### src/rtl/core/plsq_pkg.sv
package plsq_pkg;

  localparam int CFG_IDX_BITS = 2;
  localparam int THICK_BITS   = 12;
  localparam int COLOR_BITS   = 32;
  localparam int Q_BITS       = 12;
  localparam int OFS_BITS     = Q_BITS + 1;

  localparam logic [CFG_IDX_BITS-1:0] REG_THICKNESS = 2'd0;
  localparam logic [CFG_IDX_BITS-1:0] REG_COLOR     = 2'd1;
  localparam logic [CFG_IDX_BITS-1:0] REG_CLOSED    = 2'd2;

  localparam logic KIND_VERTEX   = 1'b0;
  localparam logic KIND_TRIANGLE = 1'b1;

  typedef enum logic [1:0] {
    T_IDLE,
    T_START,
    T_WAIT,
    T_EMIT
  } top_state_t;

  typedef enum logic [3:0] {
    A_IDLE,
    A_NORM,
    A_SQA,
    A_SQC,
    A_SQRT,
    A_MULX,
    A_DIVX,
    A_MULY,
    A_DIVY,
    A_DONE
  } arith_state_t;

  typedef struct packed {
    logic              done;
    logic [Q_BITS-1:0] qx;
    logic [Q_BITS-1:0] qy;
  } arith_rsp_t;

endpackage

### src/rtl/core/plsq_arith.sv
module plsq_arith #(
  parameter int MAG_BITS = 21
) (
  input  logic                              clk,
  input  logic                              rst_n,
  input  logic                              start,
  input  logic [MAG_BITS-1:0]               mag_a,
  input  logic [MAG_BITS-1:0]               mag_c,
  input  logic [plsq_pkg::THICK_BITS-1:0]   thickness,
  output plsq_pkg::arith_rsp_t              rsp
);
  import plsq_pkg::*;

  localparam int NW = (MAG_BITS > 31) ? MAG_BITS : 31;

  arith_state_t      st_r, st_nxt;
  logic [NW-1:0]     na_r, nc_r, mx;
  logic [61:0]       s_r, r_r, bit_r;
  logic [43:0]       num_r, trial;
  logic [Q_BITS-1:0] q_r, qx_r, qy_r, q_new;
  logic [4:0]        cnt_r;
  logic [29:0]       mul_a, mul_b;
  logic [59:0]       prod;
  logic [61:0]       sub_a, sub_b;
  logic [62:0]       diff;
  logic              ge;

  assign mx    = (na_r > nc_r) ? na_r : nc_r;
  assign trial = 44'({r_r[30:0], 1'b0}) << cnt_r[3:0];

  // The single multiplier serves both squares and both thickness products.
  always_comb begin
    unique case (st_r)
      A_SQA:   begin mul_a = na_r[29:0]; mul_b = na_r[29:0]; end
      A_SQC:   begin mul_a = nc_r[29:0]; mul_b = nc_r[29:0]; end
      A_MULX:  begin mul_a = na_r[29:0]; mul_b = 30'(thickness); end
      A_MULY:  begin mul_a = nc_r[29:0]; mul_b = 30'(thickness); end
      default: begin mul_a = '0; mul_b = '0; end
    endcase
  end
  assign prod = mul_a * mul_b;

  // The single compare/subtract serves the square root and both divisions.
  always_comb begin
    unique case (st_r)
      A_SQRT:        begin sub_a = s_r; sub_b = r_r + bit_r; end
      A_DIVX, A_DIVY: begin sub_a = 62'(num_r); sub_b = 62'(trial); end
      default:       begin sub_a = '0; sub_b = '0; end
    endcase
  end
  assign diff  = {1'b0, sub_a} - {1'b0, sub_b};
  assign ge    = !diff[62];
  assign q_new = {q_r[Q_BITS-2:0], ge};

  always_comb begin
    st_nxt = st_r;
    unique case (st_r)
      A_IDLE: begin
        if (start) begin
          st_nxt = ((mag_a == '0) && (mag_c == '0)) ? A_DONE : A_NORM;
        end
      end
      A_NORM: begin
        if ((mx[NW-1:30] == '0) && (mx[NW-1:29] != '0)) begin
          st_nxt = A_SQA;
        end
      end
      A_SQA:  st_nxt = A_SQC;
      A_SQC:  st_nxt = A_SQRT;
      A_SQRT: if (cnt_r == '0) st_nxt = A_MULX;
      A_MULX: st_nxt = A_DIVX;
      A_DIVX: if (cnt_r == '0) st_nxt = A_MULY;
      A_MULY: st_nxt = A_DIVY;
      A_DIVY: if (cnt_r == '0) st_nxt = A_DONE;
      A_DONE: st_nxt = A_IDLE;
      default: st_nxt = A_IDLE;
    endcase
  end

  always_ff @(posedge clk) begin
    if (!rst_n) begin
      st_r <= A_IDLE;
    end else begin
      st_r <= st_nxt;
    end
  end

  always_ff @(posedge clk) begin
    unique case (st_r)
      A_IDLE: begin
        na_r <= NW'(mag_a);
        nc_r <= NW'(mag_c);
        qx_r <= '0;
        qy_r <= '0;
      end
      A_NORM: begin
        if (mx[NW-1:30] != '0) begin
          na_r <= na_r >> 1;
          nc_r <= nc_r >> 1;
        end else if (mx[NW-1:29] == '0) begin
          na_r <= na_r << 1;
          nc_r <= nc_r << 1;
        end
      end
      A_SQA: s_r <= 62'(prod);
      A_SQC: begin
        s_r   <= s_r + 62'(prod);
        r_r   <= '0;
        bit_r <= 62'(1) << 60;
        cnt_r <= 5'd30;
      end
      A_SQRT: begin
        if (ge) begin
          s_r <= diff[61:0];
          r_r <= (r_r >> 1) + bit_r;
        end else begin
          r_r <= r_r >> 1;
        end
        bit_r <= bit_r >> 2;
        cnt_r <= cnt_r - 5'd1;
      end
      A_MULX, A_MULY: begin
        num_r <= 44'(prod) + 44'(r_r[30:0]);
        q_r   <= '0;
        cnt_r <= 5'(Q_BITS - 1);
      end
      A_DIVX, A_DIVY: begin
        if (ge) num_r <= diff[43:0];
        q_r   <= q_new;
        cnt_r <= cnt_r - 5'd1;
        if (cnt_r == '0) begin
          if (st_r == A_DIVX) qx_r <= q_new;
          else qy_r <= q_new;
        end
      end
      default: ;
    endcase
  end

  assign rsp.done = (st_r == A_DONE);
  assign rsp.qx   = qx_r;
  assign rsp.qy   = qy_r;

endmodule

### src/rtl/core/polyline_stroke_quad_expander_top.sv
// Channel | Handshake                | Payload
// in      | in_valid / in_stall      | in_point_x, in_point_y, in_final_point
// out     | out_valid / out_stall    | out_item_kind .. out_run_end
// cfg     | cfg_valid / cfg_ready    | cfg_index, cfg_data
//
// A point that opens a polyline, or any point while alpha is zero, only updates the path state.
// A point that ends a segment passes through a start state, then the shared arithmetic unit
// (10 to 29 normalize shifts, two squares, 31 square-root steps, two 12-step divides, or
// straight to done for a zero-length segment), then six output records;
// a closing segment repeats this once more.
// Reset is synchronous on rst_n; cfg_ready is always high.
// out_stall holds the current request in the output register and pauses the sequencer.
module polyline_stroke_quad_expander_top #(
  parameter int INDEX_BITS = 16,
  parameter int COORD_BITS = 20
) (
  input  logic                                clk,
  input  logic                                rst_n,
  input  logic                                in_valid,
  output logic                                in_stall,
  input  logic signed [COORD_BITS-1:0]        in_point_x,
  input  logic signed [COORD_BITS-1:0]        in_point_y,
  input  logic                                in_final_point,
  output logic                                out_valid,
  input  logic                                out_stall,
  output logic                                out_item_kind,
  output logic signed [COORD_BITS-1:0]        out_vertex_x,
  output logic signed [COORD_BITS-1:0]        out_vertex_y,
  output logic [31:0]                         out_vertex_color,
  output logic [INDEX_BITS-1:0]               out_corner_a,
  output logic [INDEX_BITS-1:0]               out_corner_b,
  output logic [INDEX_BITS-1:0]               out_corner_c,
  output logic                                out_run_end,
  input  logic                                cfg_valid,
  output logic                                cfg_ready,
  input  logic [plsq_pkg::CFG_IDX_BITS-1:0]   cfg_index,
  input  logic [31:0]                         cfg_data
);
  import plsq_pkg::*;

  localparam int CW = COORD_BITS;
  localparam int MW = COORD_BITS + 1;

  top_state_t st_r, st_nxt;

  logic [THICK_BITS-1:0]   thick_r;
  logic [COLOR_BITS-1:0]   color_r;
  logic                    closed_r;
  logic signed [CW-1:0]    prevx_r, prevy_r, firstx_r, firsty_r;
  logic signed [CW-1:0]    p1x_r, p1y_r, p2x_r, p2y_r;
  logic                    have_prev_r, close_pend_r;
  logic [INDEX_BITS-1:0]   cnt_r;
  logic [2:0]              k_r;
  logic signed [OFS_BITS-1:0] ox_r, oy_r;

  logic                    in_acc, emit, alpha_ok, last_rec;
  logic signed [MW-1:0]    dx, dy;
  logic [MW-1:0]           mag_a, mag_c;
  arith_rsp_t              rsp;

  assign cfg_ready = 1'b1;
  assign in_stall  = (st_r != T_IDLE);
  assign in_acc    = in_valid && !in_stall;
  assign alpha_ok  = (color_r[31:24] != 8'd0);

  assign dx    = MW'(p2x_r) - MW'(p1x_r);
  assign dy    = MW'(p2y_r) - MW'(p1y_r);
  assign mag_a = dx[MW-1] ? MW'(-dx) : MW'(dx);
  assign mag_c = dy[MW-1] ? MW'(-dy) : MW'(dy);

  plsq_arith #(.MAG_BITS(MW)) u_arith (
    .clk       (clk),
    .rst_n     (rst_n),
    .start     (st_r == T_START),
    .mag_a     (mag_a),
    .mag_c     (mag_c),
    .thickness (thick_r),
    .rsp       (rsp)
  );

  assign emit     = (st_r == T_EMIT) && (!out_valid || !out_stall);
  assign last_rec = (k_r == 3'd5);

  always_comb begin
    st_nxt = st_r;
    unique case (st_r)
      T_IDLE:  if (in_acc && have_prev_r && alpha_ok) st_nxt = T_START;
      T_START: st_nxt = T_WAIT;
      T_WAIT:  if (rsp.done) st_nxt = T_EMIT;
      T_EMIT:  if (emit && last_rec) st_nxt = close_pend_r ? T_START : T_IDLE;
      default: st_nxt = T_IDLE;
    endcase
  end

  always_ff @(posedge clk) begin
    if (!rst_n) begin
      st_r <= T_IDLE;
    end else begin
      st_r <= st_nxt;
    end
  end

  always_ff @(posedge clk) begin
    if (!rst_n) begin
      thick_r  <= THICK_BITS'(16);
      color_r  <= '1;
      closed_r <= 1'b0;
    end else if (cfg_valid && cfg_ready) begin
      priority case (cfg_index)
        REG_THICKNESS: thick_r  <= cfg_data[THICK_BITS-1:0];
        REG_COLOR:     color_r  <= cfg_data;
        REG_CLOSED:    closed_r <= cfg_data[0];
        default: ;
      endcase
    end
  end

  always_ff @(posedge clk) begin
    if (!rst_n) begin
      have_prev_r  <= 1'b0;
      close_pend_r <= 1'b0;
      cnt_r        <= '0;
      k_r          <= '0;
      prevx_r      <= '0;
      prevy_r      <= '0;
      firstx_r     <= '0;
      firsty_r     <= '0;
    end else begin
      if (in_acc) begin
        if (!have_prev_r) begin
          firstx_r <= in_point_x;
          firsty_r <= in_point_y;
        end
        p1x_r        <= prevx_r;
        p1y_r        <= prevy_r;
        p2x_r        <= in_point_x;
        p2y_r        <= in_point_y;
        prevx_r      <= in_point_x;
        prevy_r      <= in_point_y;
        have_prev_r  <= !in_final_point;
        close_pend_r <= in_final_point && closed_r;
        k_r          <= '0;
      end
      if (st_r == T_WAIT && rsp.done) begin
        ox_r <= dx[MW-1] ? -OFS_BITS'(rsp.qx) : OFS_BITS'(rsp.qx);
        oy_r <= dy[MW-1] ? -OFS_BITS'(rsp.qy) : OFS_BITS'(rsp.qy);
      end
      if (emit) begin
        if (last_rec) begin
          k_r   <= '0;
          cnt_r <= cnt_r + INDEX_BITS'(4);
          if (close_pend_r) begin
            // Closing segment runs from the final point back to the first one.
            close_pend_r <= 1'b0;
            p1x_r        <= p2x_r;
            p1y_r        <= p2y_r;
            p2x_r        <= firstx_r;
            p2y_r        <= firsty_r;
          end
        end else begin
          k_r <= k_r + 3'd1;
        end
      end
    end
  end

  // Vertex position: corners 0 and 3 sit on p1, 1 and 2 on p2; 0 and 1 take +(dy,-dx).
  logic                 use_p1, plus_side;
  logic signed [MW-1:0] sum_x, sum_y;
  logic signed [CW-1:0] sat_x, sat_y;

  assign use_p1    = (k_r == 3'd0) || (k_r == 3'd3);
  assign plus_side = (k_r == 3'd0) || (k_r == 3'd1);
  assign sum_x = MW'(use_p1 ? p1x_r : p2x_r) + (plus_side ? MW'(oy_r) : -MW'(oy_r));
  assign sum_y = MW'(use_p1 ? p1y_r : p2y_r) + (plus_side ? -MW'(ox_r) : MW'(ox_r));

  always_comb begin
    sat_x = sum_x[CW-1:0];
    if (sum_x[MW-1] != sum_x[CW-1]) sat_x = {sum_x[MW-1], {(CW-1){!sum_x[MW-1]}}};
    sat_y = sum_y[CW-1:0];
    if (sum_y[MW-1] != sum_y[CW-1]) sat_y = {sum_y[MW-1], {(CW-1){!sum_y[MW-1]}}};
  end

  logic is_tri;
  assign is_tri = (k_r == 3'd4) || (k_r == 3'd5);

  always_ff @(posedge clk) begin
    if (!rst_n) begin
      out_valid <= 1'b0;
    end else if (emit) begin
      out_valid <= 1'b1;
    end else if (!out_stall) begin
      out_valid <= 1'b0;
    end
  end

  always_ff @(posedge clk) begin
    if (emit) begin
      out_run_end <= last_rec && !close_pend_r;
      if (is_tri) begin
        out_item_kind    <= KIND_TRIANGLE;
        out_vertex_x     <= '0;
        out_vertex_y     <= '0;
        out_vertex_color <= '0;
        out_corner_a     <= cnt_r;
        out_corner_b     <= cnt_r + (last_rec ? INDEX_BITS'(3) : INDEX_BITS'(2));
        out_corner_c     <= cnt_r + (last_rec ? INDEX_BITS'(2) : INDEX_BITS'(1));
      end else begin
        out_item_kind    <= KIND_VERTEX;
        out_vertex_x     <= sat_x;
        out_vertex_y     <= sat_y;
        out_vertex_color <= color_r;
        out_corner_a     <= cnt_r + INDEX_BITS'(k_r);
        out_corner_b     <= '0;
        out_corner_c     <= '0;
      end
    end
  end

`ifndef SYNTH
  a_done_in_wait: assert property (@(posedge clk) disable iff (!rst_n)
    rsp.done |-> (st_r == T_WAIT)) else $error("arith done outside wait");
  a_end_on_tri: assert property (@(posedge clk) disable iff (!rst_n)
    (out_valid && out_run_end) |-> (out_item_kind == KIND_TRIANGLE))
    else $error("run end on a vertex record");
  a_vertex_zero: assert property (@(posedge clk) disable iff (!rst_n)
    (out_valid && out_item_kind == KIND_VERTEX) |-> (out_corner_b == '0 && out_corner_c == '0))
    else $error("vertex record with triangle corners");
`endif

endmodule

### config.mk
export PLATFORM = sky130hd
export DESIGN_NAME = polyline_stroke_quad_expander_top
export DESIGN_NICKNAME = d
export VERILOG_FILES = /design/src/rtl/core/plsq_pkg.sv /design/src/rtl/core/plsq_arith.sv /design/src/rtl/core/polyline_stroke_quad_expander_top.sv
export SDC_FILE = /design/constraint.sdc
export NUM_CORES = 2
export LEC_CHECK = 0
export BUFFER_PORTS_ARGS = -buffer_cell sky130_fd_sc_hd__buf_2
export CORE_AREA = 2 2 314 472
export CTS_BUF_LIST = sky130_fd_sc_hd__clkbuf_16
export DETAILED_ROUTE_END_ITERATION = 16
export DIE_AREA = 0 0 316 474
export MAX_ROUTING_LAYER = met4
export PLACE_DENSITY_LB_ADDON = 0.3
export SKIP_CTS_REPAIR_TIMING = 1
export SLEW_MARGIN = 20
export SYNTH_ARGS = -nofsm -noshare
export SYNTH_HDL_FRONTEND = slang
export SYNTH_HIERARCHICAL = 1
export SYNTH_SLANG_ARGS = --single-unit
### constraint.sdc
create_clock -name clk -period 12.85 [get_ports clk]
set_input_delay 2.57 -clock clk [delete_from_list [all_inputs] [get_ports clk]]
set_output_delay 2.57 -clock clk [all_outputs]
set_load 0.02 [all_outputs]
==> summary.txt <==
Outcome
  • Status: finished clean

Detailed routing
  • Vias after detailed routing: between 60000 and 70000
  • Vias per cell: 6.01
  • Iteration-0 DRC count of the detailed router: ~5700
  • Routed wire length: roughly 240 mm
  • Final ANT Viol Nets: 0
  • 1st-pass router iterations: 7
  • Drc violations: 0
  • Wire per inst: about 22 um

Min path
  • Hold WC Path Type: flop to flop

Floorplanning
  • Die area: 0.150 mm2
  • Placeable Area: 0.146 mm2
  • Initial core utilization: between 50% and 60%
  • Boundary Pins: slightly above 200
  • Rows: ~170
  • Die Span Y: 474 um
  • Die X: roughly 320 um

Critical path
  • Cell mode on critical path: fa_1
  • Critical Path Fanout Max: 10
  • CP required: 13.28 ns
  • Flop2flop setup slack: slightly above 0.5 ns
  • Critical path's slowest cell: a22o_1
  • Critical Path End Type: flop
  • Critical path arrival: approximately 13 ns
  • Crit path launch type: flop
  • Kind of critical path: flop to flop
  • Largest stage delay on the critical path: approximately 0.62 ns

Clock network
  • Clock sinks: roughly 670
  • Longest Clk Path Bufs: 3
  • CTS tree: built
  • Worst-path clk slew: approximately 0.060 ns
  • CTS root buf: clkbuf_16
  • Worst-Skew Late Latency: about 0.69 ns
  • H-tree level count: 3
  • CTS buffer count: a little over 70

Pwr
  • Max VDD drop: 0.249 mV
  • Cell Pwr Density: ~160 mW/mm2
  • Leakage: between 0.03 and 0.04 uW

Placement
  • Cells after DPL: around 11000
  • Port Buffer Count: 203
  • Final HPWL DP: approximately 190 mm
  • GPL Wtd Cong: 1.02
  • Area after DPL: 0.0830 mm2

Timing
  • Slew Limit Fails: 0
  • Fin crit period: between 10 and 15 ns
  • Hold Vio Cnt, Final: 0
  • Setup Viol. Count Final: 0
  • Relative slew slack: a little over a quarter
  • Hold Slack: between 0.4 and 0.5 ns
  • Worst slew pin tran: 1.09 ns
  • RSZ-0062 raised after global routing: false
  • Final Cycle Share: a little under 100%
  • FMAX: 81.0 MHz
  • Final TNS setup: 0 ns
  • Clk_skew: between 0.03 and 0.04 ns

Global routing
  • Largest net degree at the start of global routing: 102
  • First-pass GRT wire length: about 380 mm
  • Vias in the first global route: about 68000
  • Initial antenna violation count: 4
  • Grt ovf: 0
  • Gr usage total: approximately a third

Final layout
  • Final Util: 58.6%
  • Multi-input gate area: about 0.056 mm2
  • Most frequent cells in the layout: 1264 x nand2_1, 1091 x inv_1, 881 x nor2_1, 787 x fa_1, 597 x ha_1
  • Sequential cell area: roughly 0.018 mm2
  • Nets: approximately 11000
  • Fillers: 12921
  • Share of cells above drive strength 1: under 10%
  • Layout Area Growth over Synthesis: 7.13%
  • Design Area, Final: 0.0854 mm2
  • Commonest non-fill, non-tap cell in the layout: nand2_1
  • Non-Filler Instances: about 11000

Synth
  • Avg Cell Area, Syn: around 8.7 um2
  • Synthesized flop and latch total: around 670
  • Synthesized cell area: between 0.07 and 0.08 mm2
  • Post-synthesis cell count: between 9000 and 10000
  • Post-synth EDFFs: approximately 510
  • Ys Warns: 6
  • Yosys cell types: ~120
  • Ys flop type: edfxtp_1
  • Mapped Nets: around 11000
  • FFs w/ async S/R, synth: 0%
  • Seq/Total Area, Yosys: between 20% and 30%

Job
  • Max_cap viols: 0
==> area by class of cell <==
type | count | area share, %
Timing Repair Buffer | 417 | 3.13
Inverter | 1086 | 4.78
Multi-Input combinational cell | 6908 | 65.0
Antenna cell | 3 | 0.00879
Tap cell | 1914 | 2.80
Clock inverter | 58 | 0.528
Clock buffer | 72 | 2.11
Sequential cell | 665 | 21.6
==> state kept, by name (all words and copies together), names as in the netlist, 31 cells and up <==
name,flops
u_arith/r_r,62
out_vertex_color,32
color_r,32
u_arith/s_r,62
u_arith/bit_r,31
u_arith/na_r,31
u_arith/nc_r,31
u_arith/num_r,44
==> report_power, final <==
group	switching, uW	internal (uW)	leakage (uW)
registers	460	2950	0.00617
logic	5290	2890	0.0315
clock network	933	1080	0.00115
total	6680	6910	0.0388
==> cell families after synthesis <==
kind of cell    share of synthesized area (%)
flops                                    23.2
xor+xnor                                 4.85
simple gates                             16.7
buf+inv                                  7.55
other cells                           0.00471
mux                                      2.11
fa+ha+maj                                29.1
compound gates                           16.5
==> metal layers <==
layer | track usage (%) | up-vias | routed length [um]
met2 | 55.1 | 2491 | 117000
met1 | 40.0 | 32797 | 94700
li1 | - | 30951 | -
met3 | 4.61 | 647 | 15800
met4 | 17.2 | 0 | 14700
met5 | - | - | 0
==> critical path: cells and delay by family (launching register included) <==
family          cells  cell delay, ns
fa+ha+maj          10            4.83
compound gates     11            3.14
buf+inv             5            0.30
simple gates       10            2.50
xor+xnor            1            0.29
mux                 2            0.54
flops               1            0.51
==> metrics by stage <==
step           total power (uW)  worst slack [ns]
2_1_floorplan              8970              1.59
3_5_place_dp              11400             0.313
4_1_cts                   13500             0.280
6_report                  13600             0.503
3_3_place_gp              11300             0.335
5_1_grt                   14500            0.0105
==> worst paths after layout <==
path	from	cells after the start	end
setup / recovery	u_arith/st_r[1]$_SDFFE_PN0P_	39	u_arith/s_r[59]$_DFFE_PP_
hold / removal	color_r[16]$_SDFFE_PN1P_	2	color_r[16]$_SDFFE_PN1P_
setup reg to reg	u_arith/st_r[1]$_SDFFE_PN0P_	39	u_arith/s_r[59]$_DFFE_PP_
hold reg to reg	color_r[16]$_SDFFE_PN1P_	2	color_r[16]$_SDFFE_PN1P_
==> cell usage after synthesis (all sizes together) (120+ instances only) <==
cell type | number | area, um2
nand3 | 120 | 606
ha | 597 | 7470
clkbuf | 400 | 1510
and2 | 161 | 1010
xnor2 | 253 | 2230
edfxtp | 514 | 15400
dfxtp | 151 | 3020
a21o | 188 | 1410
fa | 787 | 15800
nand2 | 1269 | 4760
inv | 1082 | 4060
a21oi | 402 | 2030
a31oi | 174 | 1090
xor2 | 186 | 1640
nor2 | 888 | 3340
o21ai | 437 | 2240
Note: power is estimated with default switching activity, not from simulation.
